**src/sv/swlap_pkg.sv**
```systemverilog
// ----------------------------------------------------------------------------
// swlap_pkg
// shared types, constants and segment encoding for the stopwatch core
// ----------------------------------------------------------------------------
`default_nettype none

package swlap_pkg;

  localparam int unsigned CountWidth = 29;

  // sixty minutes in 10 us counts
  localparam logic [CountWidth-1:0] LIMIT_COUNTS = 29'd360000000;

  // reciprocals for constant division, exact over the reachable ranges
  // (x >> 3) * RECIP_HUND >> 33 == x / 1000 for 29-bit x
  localparam logic [26:0] RECIP_HUND = 27'd68719477;
  // (x >> 2) * RECIP_SEC >> 23 == x / 100 for 20-bit x
  localparam logic [18:0] RECIP_SEC  = 19'd335545;
  // (x >> 2) * RECIP_MIN >> 15 == x / 60 for 13-bit x
  localparam logic [11:0] RECIP_MIN  = 12'd2185;
  // x * RECIP_TEN >> 11 == x / 10 for x below 100
  localparam logic [7:0]  RECIP_TEN  = 8'd205;

  typedef struct packed {
    logic [3:0] keys;
    logic       show_lap;
    logic       timer_event;
  } item_t;

  typedef struct packed {
    logic [15:0] minute_segments;
    logic [31:0] second_segments;
    logic        tick_ack;
    logic        is_counting;
  } result_t;

  // one classified poll cycle, passed from front to back
  typedef struct packed {
    logic [CountWidth-1:0] shown;
    logic                  ack;
    logic                  running;
  } entry_t;

  // segment a in bit 0 .. segment g in bit 6
  function automatic logic [7:0] seg_pattern(input logic [3:0] d);
    logic [7:0] p;
    case (d)
      4'd0:    p = 8'h3F;
      4'd1:    p = 8'h06;
      4'd2:    p = 8'h5B;
      4'd3:    p = 8'h4F;
      4'd4:    p = 8'h66;
      4'd5:    p = 8'h6D;
      4'd6:    p = 8'h7D;
      4'd7:    p = 8'h07;
      4'd8:    p = 8'h7F;
      4'd9:    p = 8'h6F;
      default: p = 8'h00;
    endcase
    return p;
  endfunction

  // two-digit value below 100 to tens and units patterns
  function automatic logic [15:0] pair_segments(input logic [6:0] v);
    logic [14:0] prod;
    logic [3:0]  tens;
    logic [6:0]  units;
    prod  = 15'(v) * 15'(RECIP_TEN);
    tens  = prod[14:11];
    units = v - 7'(tens) * 7'd10;
    return {seg_pattern(tens), seg_pattern(units[3:0])};
  endfunction

endpackage

`default_nettype wire

```
**src/sv/swlap_front.sv**
```systemverilog
// ----------------------------------------------------------------------------
// swlap_front
// key handling, counter state and choice of the displayed value
// ----------------------------------------------------------------------------
`default_nettype none

module swlap_front (
  input  wire logic             clk,
  input  wire logic             rst,
  input  wire logic             take,
  input  wire swlap_pkg::item_t item,
  output swlap_pkg::entry_t     entry
);

  logic [swlap_pkg::CountWidth-1:0] elapsed;
  logic [swlap_pkg::CountWidth-1:0] lap_value;
  logic                             running;

  logic [swlap_pkg::CountWidth-1:0] elapsed_next;
  logic [swlap_pkg::CountWidth-1:0] lap_value_next;
  logic                             running_next;

  logic [swlap_pkg::CountWidth-1:0] lap_cap;
  logic [swlap_pkg::CountWidth-1:0] elapsed_clr;
  logic                             clear;
  logic                             ack;

  always_comb begin
    // start then stop, stop wins
    running_next = item.keys[1] ? 1'b0 : (item.keys[0] ? 1'b1 : running);
    lap_cap      = item.keys[2] ? elapsed : lap_value;
    clear        = item.keys[3] || (elapsed >= swlap_pkg::LIMIT_COUNTS);
    elapsed_clr  = clear ? '0 : elapsed;
    lap_value_next = clear ? '0 : lap_cap;
    ack          = running_next && item.timer_event;
    elapsed_next = ack ? elapsed_clr + 29'd1 : elapsed_clr;

    // display shows the value from before the increment
    entry.shown   = item.show_lap ? lap_value_next : elapsed_clr;
    entry.ack     = ack;
    entry.running = running_next;
  end

  always_ff @(posedge clk) begin
    if (rst) begin
      elapsed   <= '0;
      lap_value <= '0;
      running   <= 1'b0;
    end else if (take) begin
      elapsed   <= elapsed_next;
      lap_value <= lap_value_next;
      running   <= running_next;
    end
  end

endmodule

`default_nettype wire

```
**src/sv/swlap_queue.sv**
```systemverilog
// ----------------------------------------------------------------------------
// swlap_queue
// two-entry queue between the front and the display pipeline
// ----------------------------------------------------------------------------
`default_nettype none

module swlap_queue (
  input  wire logic              clk,
  input  wire logic              rst,
  input  wire logic              push,
  input  wire swlap_pkg::entry_t push_entry,
  input  wire logic              pop,
  output logic                   full,
  output logic                   head_valid,
  output swlap_pkg::entry_t      head
);

  swlap_pkg::entry_t slots [2];
  logic       wr_ptr;
  logic       rd_ptr;
  logic [1:0] fill;

  assign full       = fill[1];
  assign head_valid = (fill != 2'd0);
  assign head       = slots[rd_ptr];

  always_ff @(posedge clk) begin
    if (push) begin
      slots[wr_ptr] <= push_entry;
    end
  end

  always_ff @(posedge clk) begin
    if (rst) begin
      wr_ptr <= 1'b0;
      rd_ptr <= 1'b0;
      fill   <= 2'd0;
    end else begin
      if (push) begin
        wr_ptr <= ~wr_ptr;
      end
      if (pop) begin
        rd_ptr <= ~rd_ptr;
      end
      case ({push, pop})
        2'b10:   fill <= fill + 2'd1;
        2'b01:   fill <= fill - 2'd1;
        default: fill <= fill;
      endcase
    end
  end

endmodule

`default_nettype wire

```
**src/sv/swlap_back.sv**
```systemverilog
// ----------------------------------------------------------------------------
// swlap_back
// split of the shown count into digits and seven-segment encoding
// ----------------------------------------------------------------------------
`default_nettype none

module swlap_back (
  input  wire logic              clk,
  input  wire logic              rst,
  input  wire logic              head_valid,
  input  wire swlap_pkg::entry_t head,
  output logic                   pop,
  output logic                   result_valid,
  input  wire logic              result_stall,
  output swlap_pkg::result_t     result
);

  logic advance;

  logic v1, v2, v3, v4;

  // stage 1: hundredths count
  logic [19:0] q1;
  logic        ack1, run1;
  // stage 2: whole seconds
  logic [19:0] q2;
  logic [12:0] sec2;
  logic        ack2, run2;
  // stage 3: minutes and hundredths
  logic [12:0] sec3;
  logic [6:0]  mm3, hh3;
  logic        ack3, run3;
  // stage 4: seconds within the minute
  logic [5:0]  ss4;
  logic [6:0]  mm4, hh4;
  logic        ack4, run4;

  logic [52:0] prod1;
  logic [36:0] prod2;
  logic [22:0] prod3;
  logic [19:0] hund_rem;
  logic [12:0] sec_rem;

  assign advance = !result_valid || !result_stall;
  assign pop     = advance && head_valid;

  assign prod1    = 53'(head.shown[28:3]) * 53'(swlap_pkg::RECIP_HUND);
  assign prod2    = 37'(q1[19:2]) * 37'(swlap_pkg::RECIP_SEC);
  assign prod3    = 23'(sec2[12:2]) * 23'(swlap_pkg::RECIP_MIN);
  assign hund_rem = q2 - 20'(sec2) * 20'd100;
  assign sec_rem  = sec3 - 13'(mm3) * 13'd60;

  always_ff @(posedge clk) begin
    if (rst) begin
      v1           <= 1'b0;
      v2           <= 1'b0;
      v3           <= 1'b0;
      v4           <= 1'b0;
      result_valid <= 1'b0;
    end else if (advance) begin
      v1           <= head_valid;
      v2           <= v1;
      v3           <= v2;
      v4           <= v3;
      result_valid <= v4;
    end
  end

  always_ff @(posedge clk) begin
    if (advance) begin
      q1   <= prod1[52:33];
      ack1 <= head.ack;
      run1 <= head.running;

      q2   <= q1;
      sec2 <= prod2[35:23];
      ack2 <= ack1;
      run2 <= run1;

      sec3 <= sec2;
      mm3  <= prod3[21:15];
      hh3  <= hund_rem[6:0];
      ack3 <= ack2;
      run3 <= run2;

      ss4  <= sec_rem[5:0];
      mm4  <= mm3;
      hh4  <= hh3;
      ack4 <= ack3;
      run4 <= run3;

      result.minute_segments <= swlap_pkg::pair_segments(mm4);
      result.second_segments <= {swlap_pkg::pair_segments(7'(ss4)),
                                 swlap_pkg::pair_segments(hh4)};
      result.tick_ack        <= ack4;
      result.is_counting     <= run4;
    end
  end

endmodule

`default_nettype wire

```
**src/sv/stopwatch_lap_seven_segment_core.sv**
```systemverilog
// ----------------------------------------------------------------------------
// stopwatch_lap_seven_segment_core
// stopwatch with lap memory and seven-segment display patterns
// ----------------------------------------------------------------------------
// one input transaction is one poll cycle: keys (start, stop, lap, clear,
// applied in that order), a lap-display switch and a pending timer tick.
// each input transaction gives exactly one result transaction holding the
// minute, second and hundredth digit patterns of the shown value, the tick
// acknowledge and the running flag. one count is 10 us; the count clears
// itself when it reaches sixty minutes.
// the front updates the counter state as the transaction is taken and hands
// the shown value to a two-entry queue; the back splits it into digits over
// a five-register pipeline (three reciprocal multiplies, two remainder steps,
// then the digit and segment encode into the output register).
// a transaction passes the queue, then the five back registers, before its
// result is offered. throughput: one transaction per cycle unless stalled.
// a stall on the result side holds the whole back pipeline and its output;
// the queue then fills and item_stall rises two transactions later.
// reset (synchronous) stops the watch, zeroes elapsed and lap values and
// empties the queue and pipeline.
// ----------------------------------------------------------------------------
`default_nettype none

module stopwatch_lap_seven_segment_core (
  input  wire logic               clk,
  input  wire logic               rst,
  input  wire logic               item_valid,
  output logic                    item_stall,
  input  wire swlap_pkg::item_t   item,
  output logic                    result_valid,
  input  wire logic               result_stall,
  output swlap_pkg::result_t      result
);

  logic              take;
  logic              q_full;
  logic              head_valid;
  logic              pop;
  swlap_pkg::entry_t entry;
  swlap_pkg::entry_t head;

  // input side only waits on queue space
  assign item_stall = q_full;
  assign take       = item_valid && !q_full;

  swlap_front u_front (
    .clk   (clk),
    .rst   (rst),
    .take  (take),
    .item  (item),
    .entry (entry)
  );

  swlap_queue u_queue (
    .clk        (clk),
    .rst        (rst),
    .push       (take),
    .push_entry (entry),
    .pop        (pop),
    .full       (q_full),
    .head_valid (head_valid),
    .head       (head)
  );

  swlap_back u_back (
    .clk          (clk),
    .rst          (rst),
    .head_valid   (head_valid),
    .head         (head),
    .pop          (pop),
    .result_valid (result_valid),
    .result_stall (result_stall),
    .result       (result)
  );

endmodule

`default_nettype wire
```
**config.mk**
```make
export PLATFORM = sky130hd
export DESIGN_NAME = stopwatch_lap_seven_segment_core
export DESIGN_NICKNAME = d
export VERILOG_FILES = /design/src/sv/swlap_pkg.sv /design/src/sv/swlap_front.sv /design/src/sv/swlap_queue.sv /design/src/sv/swlap_back.sv /design/src/sv/stopwatch_lap_seven_segment_core.sv
export SDC_FILE = /design/constraint.sdc
export NUM_CORES = 2
export LEC_CHECK = 0
export BUFFER_PORTS_ARGS = -buffer_cell sky130_fd_sc_hd__buf_2
export CORE_MARGIN = 2
export CORE_UTILIZATION = 50
export CTS_CLUSTER_SIZE = 14
export DETAILED_ROUTE_END_ITERATION = 8
export PLACE_DENSITY = 0.78
export SLEW_MARGIN = 20
export SYNTH_ARGS = -nofsm -noshare
export SYNTH_HDL_FRONTEND = slang
export SYNTH_SLANG_ARGS = --single-unit
```
**constraint.sdc**
```tcl
create_clock -name clk -period 7.8 [get_ports clk]
set_clock_uncertainty 0.2 [all_clocks]
set_input_delay 0.78 -clock clk [delete_from_list [all_inputs] [get_ports clk]]
set_output_delay 0.78 -clock clk [all_outputs]
set_load 0.01 [all_outputs]
```
After elaboration in Yosys (flattened, before gate mapping) --
Memories as Yosys holds them, arrays and structs flattened. A register that Yosys moved wholly into a read port is not among the register bits. Index checks and enable logic that the tools add are counted.
Word-level totals: register bits 206, RAM bits 62, memory bits (read-only) 616, bits of input ports 10, output and inout port bits 52, logic and storage cells 85, memories 7
Memory list:
- (no name shown) | depth 16, width 7, read ports 1, clocked after memory_dff 1, write ports 0, line swlap_pkg.sv:47 | case (d)
- (no name shown) | depth 16, width 7, read ports 1, clocked after memory_dff 1, write ports 0, line swlap_pkg.sv:47
- (no name shown) | depth 16, width 7, read ports 1, clocked after memory_dff 1, write ports 0, line swlap_pkg.sv:47
- (no name shown) | depth 16, width 7, read ports 1, clocked after memory_dff 1, write ports 0, line swlap_pkg.sv:47
- (no name shown) | depth 16, width 7, read ports 1, clocked after memory_dff 1, write ports 0, line swlap_pkg.sv:47
- u_queue.slots | depth 2, width 31, read ports 1, clocked after memory_dff 1, write ports 1, line swlap_queue.sv:18 | swlap_pkg::entry_t slots [2];
- +1 memories
Operators by class: add/subtract/negate cells 8, multipliers 11, order comparisons 1, equality and inequality tests 2, muxes and demuxes 12, bitwise logic cells 2, reductions and logical operators 10
Operator list (number):
- $mux 29 | 5
- $mul 26x27->53 const B | 1
- $mul 18x19->36 const B | 1
- $mul 7x8->15 const B | 2
- $add 29x1->29 const B | 1
- $ge 29x29->1 const B | 1
- $mul 11x12->22 const B | 1
- $mul 6x8->14 const B | 1
- $mul 13x5->5 const B | 1
- $sub 4x4->4 | 3
- $mul 4x3->3 const B | 2
- $mul 7x4->4 const B | 1
- $sub 7x7->7 | 1
- $mux 1 | 6
- $sub 6x6->6 | 1
- $pmux 2 s2 | 1
- $reduce_bool 2->1 | 2
- $logic_and 1x1->1 | 3
- $logic_not 1->1 | 3
- $mul 3x3->3 const B | 1
- $add 2x1->2 const B | 1
- $eq 2x1->1 const B | 1
- $eq 2x2->1 const B | 1
- $logic_or 1x1->1 | 2
- other kinds (2) | 3

Longest topological paths before layout --
depth after elaboration 5, mapped depth 29

Hierarchy --
Synthesis repeated with hierarchy kept, for this count alone.
Unflattened totals: cells, all modules 2969, area, all modules 31127.4 um^2
Modules (own cells, without submodules):
- swlap_back | instances 1, cells each 2332, area an instance 24866.3 um^2, sequential area each 4063.9 um^2
- swlap_front | instances 1, cells each 519, area an instance 3822.4 um^2, sequential area each 1181.1 um^2
- swlap_queue | instances 1, cells each 117, area an instance 2424.8 um^2, sequential area each 1961.9 um^2
- stopwatch_lap_seven_segment_core | instances 1, cells each 1, area an instance 13.8 um^2, sequential area each 0.0 um^2

Worst setup path before layout --
OpenSTA, ideal clock, no wires.
path type reg2reg, from register with a tool-made name, to register u_back.q1[19] (data pin), arrival time 7526 ps, data required time 7341 ps, slack -185 ps, cell stages (with the launch flop) 27, path buffers 2, path through dfxtp_1 > buf_1 > clkbuf_1 > mux2i_1 > inv_1 > ha_1 > inv_1 > fa_1 > fa_1 > inv_1 > fa_1 > fa_1 > inv_1 > fa_1 > fa_1 > inv_1 > ha_1 > a21oi_1 > o21ai_1 > a211o_1 > a211oi_1 > nand4_1 > o21a_1 > a21o_2 > a211oi_4 > o21ai_1 > or2_1
RTL lines:
- end signal: assignment | line swlap_back.sv:71 | q1 <= prod1[52:33];
- end: declaration | line swlap_back.sv:23 | logic [19:0] q1;

==> run_results.csv <==
group,metric,value,unit
yosys,ys_warn_count,0,
cts,worstSkewPairLatency,570,ps
placement,placed_cell_area,0.0310,mm2
yosys,synth_seq_cells,254,
setup_path,cp-start-kind,"register",
timing,worst_pin_slew,1010,ps
cts,root_buffer,"clkbuf_16",
placement,gp_congestion,1.00,
setup_path,regToRegSetupSlack,250,ps
cts,clkTransAtPathRegs,60,ps
setup_path,required,7920,ps
floorplan,num_rows,89,
floorplan,core,0.0589,mm2
cells_and_area,layout_commonest_cell,"inv_1",
yosys,syn_inst,2798,
cells_and_area,multi_input_area,0.0201,mm2
grt,antenna_found_initial,0,
cells_and_area,finalNetCount,3858,
setup_path,crit_fanout,9,
floorplan,die_x,248,um
drt,drt-pass1-iter-count,5,
grt,grt_pass1_vias,20300,
setup_path,crit_end,"u_back.q1[19]",
drt,drc_errors,0,
cells_and_area,n_fill_cell,4929,
grt,grt_max_degree,79,
yosys,seq_area_frac_synth,23.5,%
floorplan,pin_count,62,
timing,setup_tns,0,ps
floorplan,start_util,50.4,%
drt,drt_iter0_drc,947,
drt,wl,61200,um
placement,dpl.cell_count,3619,
timing,hold_viol,0,
yosys,synth_ff_type,"edfxtp_1",
drt,viasPerCell,5.23,
yosys,synth_cell_types,78,
timing,finalCritPeriodShare,96.8,%
yosys,synth_area,0.0297,mm2
setup_path,timing.rr.end,"u_back.q1[19]",
worst_hold_path,hp-class,"reg2reg",
timing,period_minus_slack,7550,ps
floorplan,die_area,0.0614,mm2
yosys,syn_avg_cell_area,10.6,um2
timing,slew_headroom,32.7,%
grt,grt_use_total,20.6,%
grt,grt_pass1_wl,101000,um
setup_path,worst_ep_arrival_time,7670,ps
cells_and_area,final_cell_count_no_fill,3679,
cts,numCtsBuffers,28,
job,maxCapViolCount,0,
cells_and_area,syn2layout_area_growth,7.88,%
drt,vias,19200,
cts,cts_tree,"built",
cts,cts_max_path_buffers,3,
cts,clock-sinks,254,
cells_and_area,final_util,54.4,%
timing,finalSetupViolations,0,
cells_and_area,area.sequential,0.00697,mm2
setup_path,r2r_cells,26,
cells_and_area,fin_area,0.0320,mm2
status,outcome,"complete, no violations",
timing,fmax,132,MHz
cells_and_area,layout_common_cells,"inv_1, ha_1, fa_1, edfxtp_1, nand2_1",
placement,port_buffers,55,
placement,dp_hpwl,50600,um
drt,drtAntennaViolNets,0,
cells_and_area,diodes,0,
setup_path,crit_type,"reg2reg",
grt,grt_overflow,0,
cells_and_area,drive_above_1_share,7.02,%
setup_path,endpoint_kind,"register",
timing,drv_slew,0,
yosys,async_reset_ff_share,0,%
cts,hold_buffers,0,
worst_hold_path,holdPathStages,0,
drt,drt-wirelength-per-cell,16.6,um
floorplan,die_h,248,um
cts,htree_levels,1,
yosys,synth_edf_count,188,
==> critical path, stage by stage, from the launching register on <==
cell,delay [ps]
dfxtp_4,390
buf_12,150
buf_8,160
buf_4,130
mux2i_2,270
inv_2,130
ha_1,360
fa_1,480
fa_1,550
inv_1,60
fa_1,480
fa_1,540
fa_1,560
inv_1,60
fa_1,530
inv_1,40
ha_1,230
a21oi_1,140
o21ai_1,100
a211o_1,290
a211oi_2,190
nand4_1,170
o21a_1,250
a21o_4,240
a211oi_4,280
o21ai_1,110
or2_1,200
==> cell families after synthesis <==
| family | count (synthesis) | share of synthesized area, % |
|---|---|---|
| compound gates | 342 | 7.22 |
| xor+xnor | 95 | 2.97 |
| fa+ha+maj | 963 | 49.8 |
| buf+inv | 728 | 9.30 |
| flops | 254 | 23.5 |
| mux | 31 | 1.08 |
| other cells | 1 | 0.0126 |
| simple gates | 384 | 6.17 |
==> metal layers <==
metal	vias to the layer above	wire, um	track usage (%)
li1	9235	-	-
met1	9461	26800	27.0
met2	446	30100	36.1
met3	95	2910	2.69
met4	0	1320	5.02
met5	-	0	0
==> Yosys cell counts (all sizes together) (4+ instances only) <==
library cell / instances / share of area (%)
a21o: 35 / 0.89
and4: 6 / 0.18
or3b: 6 / 0.18
nand4: 16 / 0.34
edfxtp: 188 / 19
inv: 689 / 8.7
nor3: 16 / 0.30
clkbuf: 24 / 0.31
buf: 15 / 0.29
a31oi: 13 / 0.27
a21oi: 131 / 2.2
a22o: 17 / 0.50
fa: 365 / 25
mux2i: 22 / 0.74
or2: 14 / 0.29
mux2: 9 / 0.34
or3: 5 / 0.11
a211o: 4 / 0.12
and2: 10 / 0.21
o21ai: 83 / 1.4
nor2b: 14 / 0.29
o21a: 8 / 0.20
nand2b: 13 / 0.27
o211ai: 6 / 0.15
nand3: 27 / 0.47
ha: 598 / 25
xnor2: 62 / 2.0
o21bai: 9 / 0.23
xor2: 33 / 1.0
a211oi: 8 / 0.26
nand2: 132 / 1.7
dfxtp: 66 / 4.4
nor2: 102 / 1.3
and3: 12 / 0.26
==> registers in the layout (all words and copies together), names as in the netlist, 2 cells and up, named ones only <==
register / flops
u_front.lap_value: 26
u_back.result: 44
u_front.elapsed: 29
u_back.q1: 20
u_back.sec3: 6
u_back.ss4: 6
u_back.hh4: 7
u_queue.fill: 2
u_queue.slots: 56
u_back.q2: 7
u_back.mm3: 7
u_back.sec2: 13
u_back.hh3: 7
u_back.mm4: 7
==> per-stage QoR <==
step	hold slack [ps]	setup slack (ps)
after floorplan	200	-9.97
after global placement	201	159
after detailed placement	205	50.7
after CTS	220	42.2
after global routing	223	-5.23
final	217	250
==> worst min-delay path by stage <==
stage                               from            end
after floorplan              u_back.ack1    u_back.ack2
after global placement       u_back.ack3    u_back.ack4
after detailed placement  u_back.sec3[1]  u_back.ss4[1]
after CTS                  u_back.mm3[4]  u_back.mm4[4]
after global routing       u_back.hh3[3]  u_back.hh4[3]
final                      u_back.hh3[3]  u_back.hh4[3]
==> layout make-up <==
type	count	share of cell area [%]
clock inverter	12	0.219
clock buffer	39	2.44
tap	773	3.02
multi-input combinational	1821	62.7
inverter	689	8.07
timing repair buffer	91	1.82
sequential	254	21.8
==> repair_timing <==
item	CTS	global route
resized for setup	0	24
endpoints found under the setup margin	0	8
setup buffers	0	8
Power is left out: the tool's default activity adds up to more than one toggle a clock period on the data nets, which glitch-free logic cannot reach.
